===== config.mk =====
export PLATFORM = sky130hd
export DESIGN_NAME = fdmd_diff
export DESIGN_NICKNAME = d
export VERILOG_FILES = /design/src/hdl/fdmd_pkg.sv /design/src/hdl/fdmd_diff.sv
export SDC_FILE = /design/constraint.sdc
export NUM_CORES = 1
export LEC_CHECK = 0
export BUFFER_PORTS_ARGS = -buffer_cell sky130_fd_sc_hd__buf_4
export CORE_MARGIN = 5
export CORE_UTILIZATION = 50
export DETAILED_ROUTE_END_ITERATION = 6
export PLACE_DENSITY = 0.72
export SYNTH_ARGS = -nofsm -noshare
export SYNTH_HDL_FRONTEND = slang
export SYNTH_SLANG_ARGS = --single-unit

===== constraint.sdc =====
create_clock -name clk -period 12.6 [get_ports clk]
set_input_delay 2.52 -clock clk [delete_from_list [all_inputs] [get_ports clk]]
set_output_delay 2.52 -clock clk [all_outputs]
set_load 0.05 [all_outputs]

===== src/hdl/fdmd_pkg.sv =====
package fdmd_pkg;

  localparam int FRAME_PIXELS = 131072;
  localparam int ADDR_W       = (FRAME_PIXELS > 1) ? $clog2(FRAME_PIXELS) : 1;
  localparam int FILL_W       = $clog2(FRAME_PIXELS + 1);
  localparam int PIX_W        = 8;
  localparam int CNT_W        = 18;
  localparam int CFG_IDX_W    = 1;
  localparam int CFG_DATA_W   = 18;

  typedef logic [PIX_W-1:0]      pix_t;
  typedef logic [CNT_W-1:0]      count_t;
  typedef logic [ADDR_W-1:0]     addr_t;
  typedef logic [FILL_W-1:0]     fill_t;
  typedef logic [CFG_IDX_W-1:0]  cfg_idx_t;
  typedef logic [CFG_DATA_W-1:0] cfg_data_t;

  localparam pix_t   WHITE_LEVEL = 8'hFF;
  localparam count_t COUNT_MAX   = '1;

  // Configuration register indexes
  localparam cfg_idx_t REG_DIFF_THRESHOLD = 1'b0;
  localparam cfg_idx_t REG_CHANGE_LIMIT   = 1'b1;

  // Frame store write request from the compare stage
  typedef struct packed {
    logic en;
    pix_t data;
  } wr_req_t;

endpackage


===== src/hdl/fdmd_diff.sv =====
module fdmd_diff (
  input  logic                clk,
  input  logic                rst,
  input  logic                cfg_we,
  input  fdmd_pkg::cfg_idx_t  cfg_idx,
  input  fdmd_pkg::cfg_data_t cfg_data,
  input  logic                acc,
  input  fdmd_pkg::pix_t      pixel_value,
  input  logic                frame_end,
  input  fdmd_pkg::pix_t      old_pixel,
  input  logic                out_ready,
  output logic                in_ready,
  output fdmd_pkg::wr_req_t   wr,
  output logic                out_valid,
  output fdmd_pkg::pix_t      diff_pixel,
  output logic                frame_done,
  output logic                frame_changed,
  output fdmd_pkg::count_t    changed_total
);
  import fdmd_pkg::*;

  pix_t   diff_threshold;
  count_t change_limit;
  logic   s1_valid;
  pix_t   s1_pixel;
  logic   s1_last;
  logic   s1_adv;
  count_t count;
  pix_t   abs_diff;
  logic   changed;
  count_t total;

  // Configuration registers
  always_ff @(posedge clk) begin
    if (rst) begin
      diff_threshold <= pix_t'(32);
      change_limit   <= count_t'(7680);
    end else if (cfg_we) begin
      if (cfg_idx == REG_DIFF_THRESHOLD) begin
        diff_threshold <= cfg_data[PIX_W-1:0];
      end else if (cfg_idx == REG_CHANGE_LIMIT) begin
        change_limit <= cfg_data[CNT_W-1:0];
      end
    end
  end

  // Compare stage moves on when the output register is free or being drained
  assign s1_adv   = s1_valid && (!out_valid || out_ready);
  assign in_ready = !s1_valid || s1_adv;

  always_ff @(posedge clk) begin
    if (rst) begin
      s1_valid <= 1'b0;
    end else begin
      s1_valid <= acc || (s1_valid && !s1_adv);
    end
  end

  always_ff @(posedge clk) begin
    if (acc) begin
      s1_pixel <= pixel_value;
      s1_last  <= frame_end;
    end
  end

  // Thresholded difference and saturating changed-pixel count
  always_comb begin
    abs_diff = (s1_pixel >= old_pixel) ? s1_pixel - old_pixel : old_pixel - s1_pixel;
    changed  = abs_diff > diff_threshold;
    total    = (changed && (count != COUNT_MAX)) ? count + 1'b1 : count;
  end

  always_ff @(posedge clk) begin
    if (rst) begin
      count <= '0;
    end else if (s1_adv) begin
      count <= s1_last ? '0 : total;
    end
  end

  // Write the current pixel back as the beat leaves the compare stage
  assign wr.en   = s1_adv;
  assign wr.data = s1_pixel;

  // Output register
  always_ff @(posedge clk) begin
    if (rst) begin
      out_valid <= 1'b0;
    end else begin
      out_valid <= s1_adv || (out_valid && !out_ready);
    end
  end

  always_ff @(posedge clk) begin
    if (s1_adv) begin
      diff_pixel    <= WHITE_LEVEL - (changed ? abs_diff : '0);
      frame_done    <= s1_last;
      frame_changed <= s1_last && (total > change_limit);
      changed_total <= total;
    end
  end
endmodule


After elaboration in Yosys (flattened, before gate mapping):

Cells that the tools add are included.

* register bits after elaboration: 83
* output and inout bits: 39
* bits of input ports: 41

* order comparisons: 3
* muxes and demuxes: 4
* bitwise operators: 1
* equality and inequality tests: 1
* reductions and logical operators: 15
* add/sub/neg operators: 4

Operators with widths (count)
* $mux 18: 2
* $add 18x1->18 const B: 1
* $gt 18x18->1: 1
* $ne 18x18->1 const B: 1
* $mux 8: 2
* $sub 8x8->8: 2
* $ge 8x8->1: 1
* $gt 8x8->1: 1
* $sub 8x8->8 const A: 1
* $logic_and 1x1->1: 5
* $logic_not 1->1: 4
* $logic_or 1x1->1: 4
* $reduce_and 2->1: 2
* $not 1->1: 1

Logic depth before layout (Yosys ltp):

Gate-level depths: netlist of the first run.

* word-level depth: 7
* depth in mapped cells: 24
* mapped depth without buffers: 23

Worst setup path after synthesis of the first run:

No wires, ideal clock.

* kind: input to register
* start: input port old_pixel[5]
* end: register frame_changed, data pin
* buffers on the path: 3
* setup slack: 5514 ps
* stages on the path: 22
* data arrival time: 6819 ps
* data required time: 12333 ps
* path through: inv_1 ha_1 clkbuf_1 a21oi_1 o21ai_0 nor2_1 mux2i_1 xor2_1 ha_1 a211oi_1 nor2_1 o31a_1 nand2_1 buf_2 buf_1 nor3_1 xor2_1 ha_1 nand4_1 or4_1 o21ai_0 a221oi_1

* word-level cells in the longest chain between the ends: 7
* elaborated cells between the ends (all ways): 9
* those cells by class: add/sub (2); order compare (3); mux (2); reduce/logical (2)

Ends and longest elaborated chain
* start: declaration: line fdmd_diff.sv:10 `input fdmd_pkg::pix_t old_pixel,`
* $sub 8x8->8 or $ge 8x8->1 (tied branches): line fdmd_diff.sv:68 `abs_diff = (s1_pixel >= old_pixel) ? s1_pixel - old_pixel : old_pixel - s1_pixel;`
* $mux 8 *: line fdmd_diff.sv:68
* $gt 8x8->1 *: line fdmd_diff.sv:69 `changed = abs_diff > diff_threshold;`
* $logic_and 1x1->1 *: line fdmd_diff.sv:70 `total = (changed && (count != COUNT_MAX)) ? count + 1'b1 : count;`
* $mux 18 *: line fdmd_diff.sv:70
* via total[13]: line fdmd_diff.sv:31 `count_t total;`
* $gt 18x18->1 *: line fdmd_diff.sv:98 `frame_changed <= s1_last && (total > change_limit);`
* $logic_and 1x1->1 *: line fdmd_diff.sv:98
* end signal: assignment: line fdmd_diff.sv:98
* end: declaration: line fdmd_diff.sv:17 `output logic frame_changed,`

The timed path passes the listed nets; every way through them passes the cells marked *.
A chain may end at the register's enable or synchronous reset.

Worst setup path in the final report of the first run:

Same ends and word-level chain as after synthesis.

==> impl_metrics.py, run 1 <==
metrics = {
    "pwr": {
        "finalPower_w": 0.0007204,
        "seqPwrFrac_pct": 43.1,
        "internal_power_w": 0.0004642,
        "p_switching_w": 0.0002562,
        "clkPwrFrac_pct": 26.3,
        "switching_share_pct": 35.56,
        "power_density_mw_per_mm2": 125.6,
        "ir_drop_mv": 0.09242,
        "leakagePower_nw": 2.431,
        "pwr-share-comb_pct": 30.6,
    },
    "synth": {
        "synth.most_common_cell": "nand2_1",
        "synth_top_cell_area_share_pct": 22.69,
        "synth_cell_type_count": 62,
        "synthTopCellsByCount": "nand2_1 (88), dfxtp_1 (46), inv_1 (46), ha_1 (42), a21oi_1 (38)",
        "netlist_area_mm2": 0.004896,
        "synth_area_leaders": "edfxtp_1 (23%), dfxtp_1 (19%), ha_1 (11%)",
        "synthCells": 540,
        "synth_nets": 625,
        "ys_warn_count": 0,
        "ys_ff_latch": 83,
        "seq_area_frac_synth_pct": 41.50,
        "avgSynthCellArea_um2": 9.067,
        "postSynth.asyncResetShare_pct": 0,
        "synth_edf_count": 37,
        "yosysTopAreaCell": "edfxtp_1",
        "synthFlopType": "dfxtp_1",
    },
    "critical_path": {
        "cp_max_fo": 30,
        "critPathMostFrequentCell": "ha_1",
        "critPathLaunchType": "input pin",
        "endpoint_kind": "flop",
        "critical-path-top-delay-family": "simple AND/OR/NAND/NOR gates",
        "slowest_delay_ns": 0.72,
        "cp.arrival_ns": 7.59,
        "required_ns": 12.70,
        "path_cells": "buf_4 -> inv_1 -> ha_1 -> a21oi_1 -> o21ai_0 -> nor2_1 -> mux2i_1 -> xor2_1 -> ha_1 -> a211oi_1 -> nor2_1 -> o31a_1 -> nand2_1 -> nor3_1 -> xnor2_1 -> ha_1 -> nand4_1 -> or4_1 -> o21ai_0 -> a221oi_1",
        "critPathBufInv": 2,
        "crit_path_top_delay_cell": "nand2_1",
        "path_class": "in2reg",
    },
    "grt": {
        "grt_pass1_wl_um": 18970,
        "antenna_found_initial": 0,
        "grt_max_degree": 47,
        "grt_pass1_vias": 4079,
        "grt_usage_pct": 20.33,
        "overflow": 0,
    },
    "clock_tree": {
        "cts_buffer_depth": 2,
        "clk_latency_ns": 0.35,
        "cts_tree": "yes",
        "cts_resized": 0,
        "cts_hold_repair.buffers": 0,
        "cts_sinks": 83,
        "cts_buffers": 9,
        "root_buffer": "clkbuf_8",
        "post_cts_buffers": 0,
        "cts_max_level": 3,
        "path_clk_slew_ns": 0.09,
    },
    "sta": {
        "post-route-period-util_pct": 59.46,
        "hold_violations": 0,
        "relSlewSlack_pct": 27.83,
        "setup-tns-final_ns": 0,
        "fin_skew_ns": 0.008206,
        "worst_pin_slew_ns": 1.083,
        "rsz0062_at_grt": "false",
        "drv_slew": 0,
        "min_period_ns": 7.492,
        "finalSetupViolCount": 0,
        "fin_ws_ns": 5.108,
        "max_freq_mhz": 133.5,
    },
    "floorplan": {
        "rows": 36,
        "dieHeight_um": 109.0,
        "io_pins": 80,
        "die_w_um": 109.0,
        "dieArea_mm2": 0.01187,
        "start_util_pct": 50.79,
        "core-area_mm2": 0.009639,
    },
    "finish": {
        "nNetsFinal": 687,
        "area_delta_synth_final_pct": 17.12,
        "nFillCells": 877,
        "drive_above_1_share_pct": 17.13,
        "fin_cells": 740,
        "antenna_cells": 0,
    },
    "placed_design": {
        "dp_cells": 724,
        "port_buffers": 79,
        "dpl_worst_slack_ns": 4.768,
        "hpwl_um": 8777,
        "gp_congestion": 0.8611,
    },
    "job": {
        "max-cap-violations": 0,
    },
    "drt": {
        "drt_iter0_drc": 295,
        "drt-total-wl_um": 11760,
        "detail-route-antenna-nets": 0,
        "drc": 0,
        "drtPass1Iterations": 5,
        "avgViaCountPerCell": 5.588,
        "vias": 4135,
        "wire_per_inst_um": 15.89,
    },
    "worst_hold_path": {
        "hold_class": "reg2reg",
    },
    "outcome": {
        "outcome": "complete, no violations",
    },
}
==> worst min-delay path, stage by stage, from the launching register on <==
cell     delay (ns)
dfxtp_1        0.32
nand2_1        0.05
a21oi_1        0.05
==> layout make-up <==
class | count | area (um^2) | share of cell area (%)
Inverter | 47 | 176.4 | 3.077
Clock inverter | 2 | 16.27 | 0.2837
Timing Repair Buffer | 80 | 600.6 | 10.47
Sequential cell | 83 | 2032 | 35.44
Multi-Input combinational cell | 381 | 2559 | 44.62
Clock buffer | 14 | 183.9 | 3.207
Tap cell | 133 | 166.4 | 2.902
==> kinds of logic (layout without fill, tap and decap cells) <==
| group | count (synthesis) | count (layout) | synth area share (%) |
|---|---|---|---|
| AO/OA/AOI/OAI | 110 | 110 | 15.03 |
| XOR/XNOR | 22 | 22 | 3.936 |
| adder cells (fa/ha/maj) | 44 | 44 | 11.55 |
| buffers and inverters | 76 | 143 | 6.236 |
| flip-flops | 83 | 83 | 41.50 |
| multiplexers | 5 | 5 | 1.099 |
| AND/OR/NAND/NOR | 200 | 200 | 20.65 |
==> routing by layer <==
metal	routed length [um]	part of all wire [%]	up-vias	track usage, %
met4	269	2.3	0	6.943
met3	558	4.7	18	3.730
met2	6069	52	135	36.54
met5	0	0	-	0
met1	4863	41	1942	24.26
li1	-	-	2040	-
==> placed cells by master (no fill, tap or decap), types with 6 or more instances in the layout <==
master    instances
or4_1             6
inv_1            46
o211ai_1         11
nor3_1            6
clkbuf_8         11
a31oi_1          13
a21o_1            9
nand2b_1          7
xor2_1           12
dfxtp_1          46
xnor2_1          10
nor2_1           31
buf_4            80
edfxtp_1         37
ha_1             42
nand4_1          14
nand2_1          88
nand3_1          14
a21oi_1          38
==> through the flow <==
step / cell area (um^2) / util, % / hold slack [ns]
6_report: 5734 / 59.49 / 0.4613
5_1_grt: 5734 / 59.49 / 0.4771
4_1_cts: 5734 / 59.49 / 0.4594
3_5_place_dp: 5534 / 57.41 / 0.4465
3_3_place_gp: 5534 / 57.41 / 0.4484
2_1_floorplan: 4896 / - / 0.4363
==> path summary, 6_finish.rpt <==
| kind | from | end | slack [ns] | cells past startpoint |
|---|---|---|---|---|
| setup / recovery | old_pixel[5] | frame_changed$_DFFE_PP_ | 5.11 | 20 |
| hold / removal | change_limit[15]$_SDFFE_PP0P_ | change_limit[15]$_SDFFE_PP0P_ | 0.46 | 2 |
| setup reg to reg | s1_pixel[0]$_DFFE_PP_ | frame_changed$_DFFE_PP_ | 6.88 | 21 |
| hold reg to reg | change_limit[15]$_SDFFE_PP0P_ | change_limit[15]$_SDFFE_PP0P_ | 0.46 | 2 |
==> registers in the layout (all words and copies together), names as in the netlist <==
register	cells
change_limit	18
count	18
frame_changed	1
s1_valid	1
changed_total	18
s1_last	1
out_valid	1
diff_pixel	8
s1_pixel	8
frame_done	1
diff_threshold	8
==> power groups by stage <==
stage	Clock [W]	Combinational, W	Sequential [W]
after floorplan	0	0.000125	0.000349
after global placement	0	0.000212	0.000316
after detailed placement	0	0.000220	0.000316
after CTS	0.000195	0.000221	0.000310
after global routing	0.000205	0.000242	0.000312
final	0.000190	0.000220	0.000310
No activity file was read; power rests on OpenSTA's default activity.
==> run 2: changes to the inputs <==
PLACE_DENSITY = 0.75   (was 0.72)
clock period = 6.7 ns   (was 12.6 ns; I/O delays follow)
==> impl_metrics.py, run 2 (synthesis gave the netlist of run 1 again) <==
metrics = {
    "placed_design": {
        "hpwl_um": 8775,
        "port_buffers": 79,
        "dpl_worst_slack_ns": 0.2824,
        "gp_congestion": 0.8570,
    },
    "clock_tree": {
        "path_clk_slew_ns": 0.09,
        "root_buffer": "clkbuf_8",
        "cts_buffers": 9,
        "cts_resized": 0,
        "cts_tree": "yes",
        "cts_hold_repair.buffers": 0,
        "cts_buffer_depth": 2,
        "clk_latency_ns": 0.35,
        "post_cts_buffers": 0,
        "cts_sinks": 83,
        "cts_max_level": 3,
    },
    "sta": {
        "hold_violations": 0,
        "rsz0062_at_grt": "false",
        "relSlewSlack_pct": 56.16,
        "drv_slew": 0,
        "fin_skew_ns": 0.01262,
        "post-route-period-util_pct": 90.60,
        "fin_ws_ns": 0.6301,
        "fin_hold_ws_ns": 0.4610,
        "max_freq_mhz": 164.7,
        "min_period_ns": 6.070,
        "setup-tns-final_ns": 0,
        "worst_pin_slew_ns": 0.6576,
        "finalSetupViolCount": 0,
    },
    "pwr": {
        "leakagePower_nw": 2.446,
        "ir_drop_mv": 0.1297,
        "power_density_mw_per_mm2": 238.4,
    },
    "grt": {
        "gr-max-usage-layer": "met2",
        "grt_pass1_wl_um": 19260,
        "overflow": 0,
        "grt_use_met1_pct": 24.25,
        "antenna_found_initial": 0,
        "grt_pass1_vias": 4137,
        "grt_usage_pct": 20.63,
        "grt_use_met2_pct": 37.63,
        "grt_max_degree": 47,
        "use_met3_pct": 3.671,
    },
    "critical_path": {
        "cp_max_fo": 14,
        "required_ns": 6.79,
        "ff2ff_path_depth": 23,
        "crit_path_top_delay_cell": "mux2_2",
        "critPathLaunchType": "input pin",
        "path_cells": "buf_4 -> inv_1 -> ha_1 -> a21oi_1 -> o21ai_0 -> nor2_1 -> mux2i_1 -> xnor2_1 -> ha_1 -> and4_1 -> nand2_1 -> o31a_1 -> nand2_1 -> buf_4 -> nor2_1 -> mux2_2 -> ha_1 -> a21oi_1 -> nor2_1 -> a211oi_1 -> o311a_1 -> a221oi_1",
        "path_class": "in2reg",
        "cp.arrival_ns": 6.16,
        "slowest_delay_ns": 0.40,
        "endpoint_kind": "flop",
    },
    "outcome": {
        "outcome": "complete, no violations",
    },
    "finish": {
        "post-route-util_pct": 59.55,
        "final_common_cell": "nand2_1",
        "largestRegisters": "change_limit: 18 flops, changed_total: 18 flops, count: 18 flops",
        "nNetsFinal": 690,
        "nFillCells": 869,
        "mostFrequentLayoutCells": "nand2_1 (88), buf_4 (83), inv_1 (46), dfxtp_1 (46), ha_1 (42)",
        "area_delta_synth_final_pct": 17.25,
        "drive_above_1_share_pct": 17.54,
        "antenna_cells": 0,
    },
    "worst_hold_path": {
        "min_path_cells": 2,
        "hold_class": "reg2reg",
    },
    "floorplan": {
        "io_pins": 80,
        "dieArea_mm2": 0.01187,
        "dieHeight_um": 109.0,
        "rows": 36,
        "core-area_mm2": 0.009639,
        "start_util_pct": 50.79,
        "die_w_um": 109.0,
    },
    "drt": {
        "drt_iter0_drc": 229,
        "drt-total-wl_um": 11680,
        "avgViaCountPerCell": 5.615,
        "drtPass1Iterations": 5,
        "drc": 0,
        "vias": 4172,
        "wire_per_inst_um": 15.72,
        "detail-route-antenna-nets": 0,
    },
    "job": {
        "max-cap-violations": 0,
    },
}
-- run 2: path summary, 6_finish.rpt --
path                                        to                          from  slack [ns]
setup / recovery       frame_changed$_DFFE_PP_                  old_pixel[5]        0.63
hold / removal    change_limit[2]$_SDFFE_PP0P_  change_limit[2]$_SDFFE_PP0P_        0.46
setup reg to reg       frame_changed$_DFFE_PP_         s1_pixel[0]$_DFFE_PP_        1.22
hold reg to reg   change_limit[2]$_SDFFE_PP0P_  change_limit[2]$_SDFFE_PP0P_        0.46
-- run 2: final cells by class --
type	count	area, um^2	share of cell area (%)
clock buffer	11	131.4	2.289
clock inverter	5	52.55	0.9154
inverter	47	176.4	3.073
multi-input combinational	381	2559	44.57
sequential	83	2032	35.40
tap	133	166.4	2.899
timing repair buffer	83	623.1	10.85
-- run 2: stage by stage --
step | std cells | cell area (um^2) | power [W]
5_1_grt | 743 | 5741 | 0.001449
3_3_place_gp | 727 | 5557 | 0.001011
3_5_place_dp | 727 | 5557 | 0.001023
2_1_floorplan | 540 | 4896 | 0.0008918
4_1_cts | 743 | 5741 | 0.001378
6_report | 743 | 5741 | 0.001369
-- run 2: layer usage --
layer  part of all wire, %  vias to the layer above  wire length [um]
li1                      -                     2054                 -
met1                    40                     1945              4698
met2                    51                      156              5994
met3                   6.5                       17               762
met4                   1.9                        0               226
met5                     0                        -                 0
-- run 2: critical path: cells and delay by family --
family,cells,cell delay (ns)
simple gates,6,1.22
compound gates,7,1.36
xor+xnor,1,0.18
mux,2,0.68
fa+ha+maj,3,0.96
buf+inv,3,0.39
-- run 2: power by group --
| group | switching [W] | internal, W | leakage [nW] | total (W) |
|---|---|---|---|---|
| registers | 0.0000168 | 0.000567 | 0.718 | 0.000584 |
| logic | 0.000283 | 0.000143 | 1.63 | 0.000426 |
| clock network | 0.000187 | 0.000172 | 0.0980 | 0.000359 |
